`config.mk`:
```
export PLATFORM = sky130hd
export DESIGN_NAME = cisp_ctrl
export DESIGN_NICKNAME = d
export VERILOG_FILES = /design/src/hw/rtl/cisp_pkg.sv /design/src/hw/rtl/cisp_ctrl.sv
export SDC_FILE = /design/constraint.sdc
export NUM_CORES = 1
export LEC_CHECK = 0
export ABC_CLOCK_PERIOD_IN_PS = 1900
export BUFFER_PORTS_ARGS = -buffer_cell sky130_fd_sc_hd__buf_2
export CORE_MARGIN = 4
export CORE_UTILIZATION = 33
export CTS_CLUSTER_SIZE = 10
export DETAILED_ROUTE_END_ITERATION = 16
export GPL_TIMING_DRIVEN = 0
export PLACE_DENSITY_LB_ADDON = 0.05
export SLEW_MARGIN = 20
export SYNTH_ARGS = -nofsm -noshare
export SYNTH_HDL_FRONTEND = slang
export SYNTH_SLANG_ARGS = --single-unit
```
`constraint.sdc`:
```
create_clock -name clk -period 1.9 [get_ports clk]
set_clock_uncertainty 0.1 [all_clocks]
set_input_delay 0.38 -clock clk [delete_from_list [all_inputs] [get_ports clk]]
set_output_delay 0.38 -clock clk [all_outputs]
set_load 0.01 [all_outputs]
```
`src/hw/rtl/cisp_pkg.sv`:
```
// Shared codes and controller-to-datapath types for the cubic sample player.
package cisp_pkg;

  localparam logic [1:0] FUNC_LOAD    = 2'd0;
  localparam logic [1:0] FUNC_TRIGGER = 2'd1;
  localparam logic [1:0] FUNC_TICK    = 2'd2;

  localparam logic [1:0] CFG_LOOP   = 2'd0;
  localparam logic [1:0] CFG_LENGTH = 2'd1;
  localparam logic [1:0] CFG_BASE   = 2'd2;

  localparam logic [1:0] NBR_PREV  = 2'd0;
  localparam logic [1:0] NBR_HERE  = 2'd1;
  localparam logic [1:0] NBR_NEXT  = 2'd2;
  localparam logic [1:0] NBR_AFTER = 2'd3;

  localparam logic [1:0] HSTEP_A1 = 2'd0;
  localparam logic [1:0] HSTEP_A2 = 2'd1;
  localparam logic [1:0] HSTEP_A3 = 2'd2;

  localparam int FIELD_BITS  = 24;
  localparam int LENGTH_BITS = 17;
  localparam int INDEX_BITS  = 16;

  typedef struct packed {
    logic       load_sample;
    logic       trigger;
    logic       div_init;
    logic       div_step;
    logic       nbr_calc;
    logic       rd_en;
    logic [1:0] rd_sel;
    logic       cap_en;
    logic [1:0] cap_sel;
    logic       coef;
    logic       mul;
    logic       acc_add;
    logic [1:0] add_sel;
    logic       finish;
    logic       stop_tick;
  } cmd_t;

  typedef struct packed {
    logic active;
    logic out_full;
  } status_t;

endpackage

```
`src/hw/rtl/cisp_ctrl.sv`:
```
// Sequencing state machine for load, trigger and tick items.
module cisp_ctrl #(
  parameter int STEPS = 24
) (
  input  logic               clk,
  input  logic               rst,
  input  logic               in_valid,
  input  logic [1:0]         func,
  output logic               in_ready,
  input  cisp_pkg::status_t  status,
  output cisp_pkg::cmd_t     cmd
);

  localparam int CW = $clog2(STEPS + 1);

  typedef enum logic [3:0] {
    S_IDLE, S_DIVIDE, S_NBR, S_READ, S_COEF, S_MUL, S_ADD, S_FINISH, S_STOP
  } state_t;

  state_t          state;
  logic [CW-1:0]   cnt;

  always_comb begin
    cmd = '0;
    in_ready = (state == S_IDLE);
    cmd.rd_sel  = cnt[1:0];
    cmd.cap_sel = 2'(cnt - CW'(1));
    cmd.add_sel = cnt[1:0];
    unique case (state)
      S_IDLE: begin
        if (in_valid) begin
          cmd.load_sample = (func == cisp_pkg::FUNC_LOAD);
          cmd.trigger     = (func == cisp_pkg::FUNC_TRIGGER);
          cmd.div_init    = (func == cisp_pkg::FUNC_TICK) && status.active;
        end
      end
      S_DIVIDE: cmd.div_step = 1'b1;
      S_NBR:    cmd.nbr_calc = 1'b1;
      S_READ: begin
        cmd.rd_en  = (cnt < CW'(4));
        cmd.cap_en = (cnt != '0);
      end
      S_COEF:   cmd.coef = 1'b1;
      S_MUL:    cmd.mul = 1'b1;
      S_ADD:    cmd.acc_add = 1'b1;
      S_FINISH: cmd.finish = !status.out_full;
      S_STOP:   cmd.stop_tick = !status.out_full;
      default: ;
    endcase
  end

  always_ff @(posedge clk) begin
    if (rst) begin
      state <= S_IDLE;
      cnt   <= '0;
    end else begin
      unique case (state)
        S_IDLE: begin
          cnt <= '0;
          if (in_valid && func == cisp_pkg::FUNC_TICK) begin
            state <= status.active ? S_DIVIDE : S_STOP;
          end
        end
        S_DIVIDE: begin
          if (cnt == CW'(STEPS - 1)) begin
            cnt   <= '0;
            state <= S_NBR;
          end else begin
            cnt <= cnt + CW'(1);
          end
        end
        S_NBR: state <= S_READ;
        S_READ: begin
          if (cnt == CW'(4)) begin
            cnt   <= '0;
            state <= S_COEF;
          end else begin
            cnt <= cnt + CW'(1);
          end
        end
        S_COEF: state <= S_MUL;
        S_MUL:  state <= S_ADD;
        S_ADD: begin
          if (cnt[1:0] == cisp_pkg::HSTEP_A3) begin
            state <= S_FINISH;
          end else begin
            cnt   <= cnt + CW'(1);
            state <= S_MUL;
          end
        end
        S_FINISH: if (!status.out_full) state <= S_IDLE;
        S_STOP:   if (!status.out_full) state <= S_IDLE;
        default:  state <= S_IDLE;
      endcase
    end
  end

endmodule

```
Word level (Yosys, flattened, before mapping)

Cells that the tools add are included.
W data, S select, Z words.

Magnitude comparators: 1
Reduce and logical (&&, ||, !) cells: 10
$add $sub $neg: 2
$mul: 0
Div/mod/pow operators: 0
Shift operators: 0
Equality and inequality tests: 18
Bitwise operators: 0
Multiplexer cells: 22

Operators with widths:

| kind                  | count |
|---|---|
| $pmux W4 S8           | 1 |
| $mux W4               | 5 |
| $pmux W5 S4           | 1 |
| $eq A4 B3 Y1 const B  | 4 |
| $mux W5               | 3 |
| $mux W1               | 9 |
| $eq A4 B2 Y1 const B  | 2 |
| $ne A2 B2 Y1 const B  | 4 |
| $mux W3               | 2 |
| $add A5 B1 Y5 const B | 1 |
| $eq A5 B3 Y1 const B  | 1 |
| $eq A5 B5 Y1 const B  | 1 |
| $lt A5 B3 Y1 const B  | 1 |
| $reduce_bool A5 Y1    | 1 |
| $eq A2 B2 Y1 const B  | 2 |
| $eq A4 B1 Y1 const B  | 1 |
| $eq A4 B4 Y1 const B  | 1 |
| $logic_not A4 Y1      | 1 |
| $reduce_and A4 Y1     | 1 |
| $reduce_bool A4 Y1    | 1 |
| $eq A2 B1 Y1 const B  | 1 |
| $logic_and A1 B1 Y1   | 2 |
| $logic_not A2 Y1      | 1 |
| $mux W2               | 1 |
| other kinds (5)       | 5 |

Bits in latches: 0
Bits in registers: 9
Bits in read-only memories: 0
RAM bits: 0
Output and inout port bits: 19
Memories kept: 0

Longest topological paths before layout

Gate-level depths: netlist of run 1.

Depth after elaboration: 4
Depth in mapped cells: 7
Mapped depth without buffers: 7

Worst setup path before layout of run 1

Ideal clock, no wire load.

Kind: register to register
Start: reg cnt[0]
End: reg cnt[3]
Path buffers: 0
Data required time: 1726 ps
Cell stages (with the launch flop): 8
Setup slack: 173 ps
Arrival time: 1553 ps
Period minus slack after synthesis: 1727 ps
Cells stage by stage: dfxtp_1 -> inv_1 -> ha_1 -> and4bb_1 -> and2_4 -> o31ai_4 -> nand3_1 -> a31oi_1

Word-level cells in the longest chain between the ends: 3

Ends and longest elaborated chain:

| element                                          | line                                              | source |
|---|---|---|
| start: declaration                               | cisp_ctrl.sv:21                                   | `logic [CW-1:0] cnt;` |
| start signal: assignment                         | cisp_ctrl.sv:69                                   | `cnt <= cnt + CW'(1);` |
| start signal: assignment                         | cisp_ctrl.sv:78                                   | `cnt <= cnt + CW'(1);` |
| start signal: assignment                         | cisp_ctrl.sv:87                                   | `cnt <= cnt + CW'(1);` |
| $add A5 B1 Y5 (tied with other cells)            | cisp_ctrl.sv:69, cisp_ctrl.sv:78, cisp_ctrl.sv:87 |  |
| $mux W5 (tied with other cells)                  | cisp_ctrl.sv:84                                   | `if (cnt[1:0] == cisp_pkg::HSTEP_A3) begin` |
| $pmux W5 S4 or $reduce_and A2 Y1 (tied branches) | -                                                 |  |

Parallel ways exist; a longest one is shown, timed or not. The select of a mux whose other input is x is not followed.
A chain may end at the register's enable or synchronous reset.

==> results by group, run 1 <==
Outcome
  – Status: finished clean

Layout
  – Final Non-Filler Cells: 161
  – Final nets: 144
  – Synthesis-to-layout area growth: 32.7%
  – Most frequent cells in the layout: buf_2 (24), nor2_1 (10), nand3_1 (9)
  – Most common cell after layout, fill and taps aside: buf_2
  – Design Area, Final: 1070 µm²
  – Antenna Diode Count: 0
  – Fin util: 47.3%
  – Share of cells above drive strength 1: 44.4%
  – Fill cell count: 259

Clocking
  – CTS tree: yes
  – Root Driver: clkbuf_4
  – Clock Path Buffers: 2
  – Clk Latency, worst-skew pair: 0.27 ns
  – # H-tree levels: 1
  – CTS Sinks: 9
  – Clock-pin slew on the worst setup and hold paths: 0.07 ns
  – CTS Buf Count: 3

STA
  – Final Hold Fails: 0
  – Min Tclk post-route: 1.83 ns
  – Setup Viol. Count Final: 0
  – Fmax: 548 MHz
  – Max Slew Vio Count: 0
  – Unrepaired setup endpoints after global routing: no
  – Slew @ Worst Pin: 0.331 ns
  – Setup TNS: 0 ns
  – Final worst-path cycle share: 96.1%
  – Worst setup margin: 0.0738 ns
  – Max_slew headroom: 77.9%

Power
  – Clock Power Share: 12.0%
  – Leak Pwr: 0.472 nW
  – Switching power total: 0.000580 W
  – Power density over the cells: 1200 nW/µm²
  – Internal: 0.000696 W
  – Seq pwr share: 22.5%
  – Switching share of total power: 45.5%
  – Gate power share: 65.5%
  – Max VDD drop: 691 µV

Placed design
  – Final GP Congestion: 0.827
  – Final HPWL DP: 1600 µm
  – Placed Cells incl. Taps: 155
  – PortBufs: 24
  – Pre-CTS setup slack: -0.00454 ns
  – Placed inst area: 958 µm²

Critical path
  – CP max FO: 10
  – Crit path launch: state[0]
  – Internal reg-to-reg setup slack: 0.12 ns
  – Capturing point of the worst reg2reg path: cnt[4]
  – Crit path DAT: 1.35 ns
  – RR Startpoint: cnt[1]
  – Kind of critical path: reg -> out
  – R2R cell count: 8
  – Crit path launch type: register
  – CP Capture Point: cmd[17]
  – Critical path endpoint category: output port
  – WP data required: 1.42 ns

Drt
  – Vias/cell: 5.40
  – DR pass1 iterations: 6
  – Iteration-0 DRC Markers: 17
  – Vias: 870
  – WL final: 2190 µm
  – Remaining DRCs: 0
  – Routed len/inst: 13.6 µm
  – ANT nets after route: 0

Global routing
  – GRT met2 Usage: 20.2%
  – First-pass GRT wire length: 3750 µm
  – Met1 usage: 20.7%
  – Gr ovfl total: 0
  – Total GRT Usage: 14.2%
  – Largest net degree at the start of global routing: 11
  – Grt met3 use: 4.75%
  – Vias in the first global route: 809
  – Initial antenna violation count: 0
  – Gr busiest metal: met1

Synth
  – Ys async rst share: 0%
  – EDFF count, synth: 0
  – Largest cells by area after synthesis: dfxtp_1 (22%), nand3_1 (5.6%), buf_4 (5.6%)
  – Post-synthesis cell type count: 34
  – Leading area contributor after synthesis: dfxtp_1
  – Primary FF master, synth: dfxtp_1
  – Synth Instances: 103
  – Register area share after synthesis: 22.4%
  – Yosys top cell area share: 22.4%
  – Ys Warns: 0
  – Yosys reg bits: 9
  – Syn nets: 113
  – Synthesized area per cell: 7.80 µm²
  – Mapped Area: 803 µm²

Die
  – Initial Utilization: 35.6%
  – Die Area: 3290 µm²
  – Die Height: 57.3 µm
  – Core footprint: 2250 µm²
  – Rows: 17
  – Number of top-level pins: 26
  – Die X: 57.3 µm

Hold path
  – Worst hold path type: in -> reg

Job
  – Max Cap Violations: 0
## timing repair
item,4_1_cts,5_1_grt
cloned,0,0
pin swaps,1,1
resized for setup,8,13
hold buffers,0,0
endpoints found under the hold margin,0,0
endpoints found under the setup margin,7,12
buffers inserted,1,1
## metrics by stage
step / hold WS, ns / total power (W)
2_1_floorplan: 0.386 / 0.000798
5_1_grt: 0.264 / 0.00137
3_3_place_gp: 0.416 / 0.000995
6_report: 0.253 / 0.00128
3_5_place_dp: 0.422 / 0.000994
4_1_cts: 0.247 / 0.00121
## state kept, by name, summed over array words and instances (netlist names)
signal  cells
cnt         5
state       4
## synth_stat cells, drive strengths merged, types with 2 or more instances
cell type	n
a211oi	4
a21oi	4
a31oi	3
buf	8
clkbuf	2
dfxtp	9
ha	3
inv	6
nand2	9
nand2b	2
nand3	9
nand3b	2
nand4b	5
nor2	12
nor3	7
nor4	2
nor4b	3
o21ai	2
## cells by family after synthesis
| kind of cell | count (synthesis) | synth area share (%) |
|---|---|---|
| buffers and inverters | 16 | 13.4 |
| AO/OA/AOI/OAI | 18 | 18.8 |
| adder cells (fa/ha/maj) | 3 | 4.67 |
| flip-flops | 9 | 22.4 |
| AND/OR/NAND/NOR | 57 | 40.7 |
## layer usage
metal | share of wire, % | up-vias
met5 | 0 | -
met4 | 0.68 | 0
met3 | 5.9 | 2
met1 | 50 | 412
met2 | 44 | 20
li1 | - | 436
## worst max-delay path, cell delays in order (launching register included)
cell and delay [ns]:
dfxtp_2 0.35, buf_6 0.14, nor2_4 0.12, nand2_2 0.09
nor4b_2 0.20, buf_2 0.17
## final cells by class
| cell class | count | area, µm² | area share [%] |
|---|---|---|---|
| Multi-Input combinational cell | 78 | 572 | 53.6 |
| Sequential cell | 9 | 189 | 17.7 |
| Timing Repair Buffer | 26 | 135 | 12.7 |
| Buffer | 10 | 86.3 | 8.10 |
| Tap cell | 28 | 35.0 | 3.29 |
| Clock buffer | 4 | 26.3 | 2.46 |
| Inverter | 6 | 22.5 | 2.11 |
## worst min path at each step
stage	start	endpoint	slack (ns)	cells after the start
CTS	status[1]	state[3]	0.25	2
finish	status[1]	state[3]	0.25	2
floorplan	status[1]	state[3]	0.39	1
global route	status[1]	state[3]	0.26	2
detailed placement	cnt[0]	cnt[0]	0.42	2
global placement	cnt[0]	cnt[0]	0.42	2
## power groups by stage
stage	clock network, W	logic, W	registers [W]
2_1_floorplan	0	0.000532	0.000267
3_3_place_gp	0	0.000721	0.000275
3_5_place_dp	0	0.000718	0.000276
4_1_cts	0.000159	0.000780	0.000276
5_1_grt	0.000166	0.000913	0.000294
6_report	0.000153	0.000835	0.000287
No activity file was read; power rests on OpenSTA's default activity.
==> inputs of run 2 (changes only) <==
BUFFER_PORTS_ARGS = -buffer_cell sky130_fd_sc_hd__buf_4   (was -buffer_cell sky130_fd_sc_hd__buf_2)
MAX_ROUTING_LAYER = met4   (was default)
==> results by group, run 2 (synthesis results as in run 1) <==
STA
  – Worst setup margin: 0.0330 ns (-0.0408 ns)
  – Final worst-path cycle share: 98.3% (+2.1 points)
  – Slew @ Worst Pin: 0.336 ns (+0.00524 ns)
  – Final Hold Fails: 0 (unchanged)
  – Max Slew Vio Count: 0 (unchanged)
  – Unrepaired setup endpoints after global routing: yes
  – Max_slew headroom: 77.6% (-0.32 points)
  – Min Tclk post-route: 1.87 ns (+0.0408 ns)
  – Fmax: 536 MHz (-2.2%)
  – Setup Viol. Count Final: 0 (unchanged)

Die
  – Number of top-level pins: 26 (unchanged)
  – Die X: 57.3 µm (unchanged)
  – Rows: 17 (unchanged)
  – Initial Utilization: 35.6% (unchanged)
  – Die Height: 57.3 µm (unchanged)
  – Core footprint: 2250 µm² (unchanged)
  – Die Area: 3290 µm² (unchanged)

Clocking
  – Hold-fix buffers at CTS: 0 (unchanged)
  – Clock Path Buffers: 2 (unchanged)
  – CTS Sinks: 9 (unchanged)
  – # H-tree levels: 1 (unchanged)
  – CTS Buf Count: 3 (unchanged)
  – Number of post-CTS setup repair buffers: 0 (-1)
  – Clk Latency, worst-skew pair: 0.27 ns (about the same)
  – CTS tree: yes
  – Root Driver: clkbuf_4
  – Clock-pin slew on the worst setup and hold paths: 0.07 ns (about the same)

Layout
  – Max reg flops: 5 (unchanged)
  – Biggest register: cnt
  – Synthesis-to-layout area growth: 38.2%
  – Fill cell count: 246 (-5.0%)
  – Antenna Diode Count: 0 (unchanged)
  – Design Area, Final: 1110 µm² (+4.1%)
  – Biggest regs: cnt: 5 flops, state: 4 flops
  – Final nets: 142 (-1.4%)
  – Share of cells above drive strength 1: 42.7% (-1.6 points)
  – Most common cell after layout, fill and taps aside: buf_4
  – Most frequent cells in the layout: buf_4 (30), nor2_1 (10), nand3_1 (9)

Critical path
  – Crit path DAT: 1.39 ns (+0.04 ns)
  – Crit path launch: state[3]
  – Capturing point of the worst reg2reg path: cnt[3]
  – Kind of critical path: reg -> out
  – R2R cell count: 7 (-1)
  – Crit path launch type: register
  – CP max FO: 4 (-6)
  – CP Capture Point: cmd[0]
  – WP data required: 1.42 ns (about the same)
  – Critical path endpoint category: output port
  – RR Startpoint: cnt[0]
  – Internal reg-to-reg setup slack: 0.11 ns (about the same)

Drt
  – WL final: 2180 µm (-0.55%)
  – Iteration-0 DRC Markers: 12 (-5)
  – Vias: 858 (-1.4%)
  – Remaining DRCs: 0 (unchanged)
  – Routed len/inst: 13.7 µm (+0.70%)
  – ANT nets after route: 0 (unchanged)
  – Vias/cell: 5.40 (-0.14%)
  – DR pass1 iterations: 4 (-2)

Power
  – Power density over the cells: 1160 nW/µm² (-3.1%)
  – Gate power share: 65.3% (-0.2 points)
  – Switching power total: 0.000598 W (+3.1%)
  – Switching share of total power: 46.5% (+1.0 points)
  – Seq pwr share: 22.0% (-0.5 points)
  – Internal: 0.000689 W (-0.95%)
  – Max VDD drop: 626 µV (-9.4%)
  – Clock Power Share: 12.7% (+0.7 points)
  – Leak Pwr: 0.460 nW (-2.7%)
  – Total power: 0.00129 W (+0.90%)

Global routing
  – Total GRT Usage: 13.3% (-0.92 points)
  – First-pass GRT wire length: 3480 µm (-7.2%)
  – Largest net degree at the start of global routing: 11 (unchanged)
  – Initial antenna violation count: 0 (unchanged)
  – Gr ovfl total: 0 (unchanged)
  – Vias in the first global route: 769 (-4.9%)

Job
  – Max Cap Violations: 0 (unchanged)

Placed design
  – Placed inst area: 1020 µm² (+6.3%)
  – Final HPWL DP: 1590 µm (-0.37%)
  – PortBufs: 24 (unchanged)
  – Final GP Congestion: 0.825 (-0.16%)
  – Pre-CTS setup slack: -0.0472 ns (-0.0427 ns)

Outcome
  – Status: finished clean

Hold path
  – Worst hold path type: in -> reg
## run 2: cell types whose count changed in the layout (fill, tap and decap cells not counted)
| cell | previous run | this run |
|---|---|---|
| buf_4 | 8 | 30 |
| nor4_1 | 2 | 1 |
| dfxtp_2 | 4 | 3 |
| buf_2 | 24 | 0 |
| nor4b_2 | 2 | 1 |
| or2b_4 | 1 | 0 |
| nor4b_1 | 0 | 1 |
| nor4_2 | 0 | 1 |
| dfxtp_4 | 1 | 2 |
| or2b_1 | 0 | 1 |
## run 2: through the flow
step                      util, %  std cells  setup TNS [ns]  hold WS, ns
after detailed placement     45.2        155         -0.0671        0.423
after global routing         49.2        159         -0.0354        0.216
after CTS                    47.3        159        -0.00640        0.217
final                        49.2        159               0        0.217
after floorplan                 -        103               0        0.386
after global placement       45.2        155               0        0.414
## run 2: critical path, stage by stage (launching register included)
cell	delay, ns
dfxtp_1	0.46
inv_1	0.12
nor4b_1	0.35
buf_4	0.18
## run 2: layout make-up
class	instances	area [µm²]	area share, %
multi-input cells	78	568	51.2
repair buffers	24	180	16.2
flip-flops and latches	9	191	17.2
well taps	28	35.0	3.16
inverters	6	22.5	2.03
plain buffers	10	86.3	7.78
clock buffers	4	26.3	2.37
## run 2: per-layer routing
layer	vias to the layer above	share of wire, %	routed length [µm]	global-route usage [%]
met5	-	0	0	-
met4	0	0.96	21	3.97
met3	2	3.8	83	2.04
met2	21	48	1040	20.1
met1	403	47	1030	18.2
li1	432	-	-	-
## run 2: power groups by stage
| stage | Sequential [W] | Combinational (W) | Clock (W) |
|---|---|---|---|
| 2_1_floorplan | 0.000267 | 0.000532 | 0 |
| 3_3_place_gp | 0.000275 | 0.000771 | 0 |
| 3_5_place_dp | 0.000275 | 0.000766 | 0 |
| 4_1_cts | 0.000276 | 0.000786 | 0.000163 |
| 5_1_grt | 0.000287 | 0.000914 | 0.000175 |
| 6_report | 0.000283 | 0.000840 | 0.000163 |
## run 2: how the worst min path moves through the flow
stage                     startpoint  slack [ns]       end  cells past startpoint
after detailed placement      cnt[0]        0.42    cnt[0]                      2
after CTS                  status[1]        0.22  state[3]                      2
final                      status[1]        0.22  state[3]                      2
after global routing       status[1]        0.22  state[3]                      2
after global placement        cnt[0]        0.41    cnt[0]                      2
after floorplan            status[1]        0.39  state[3]                      1
## run 2: repair_timing
| item | in CTS | in global routing |
|---|---|---|
| pin swaps | 3 | 2 |
| setup endpoints to repair | 6 | 12 |
| resized for setup | 9 | 12 |
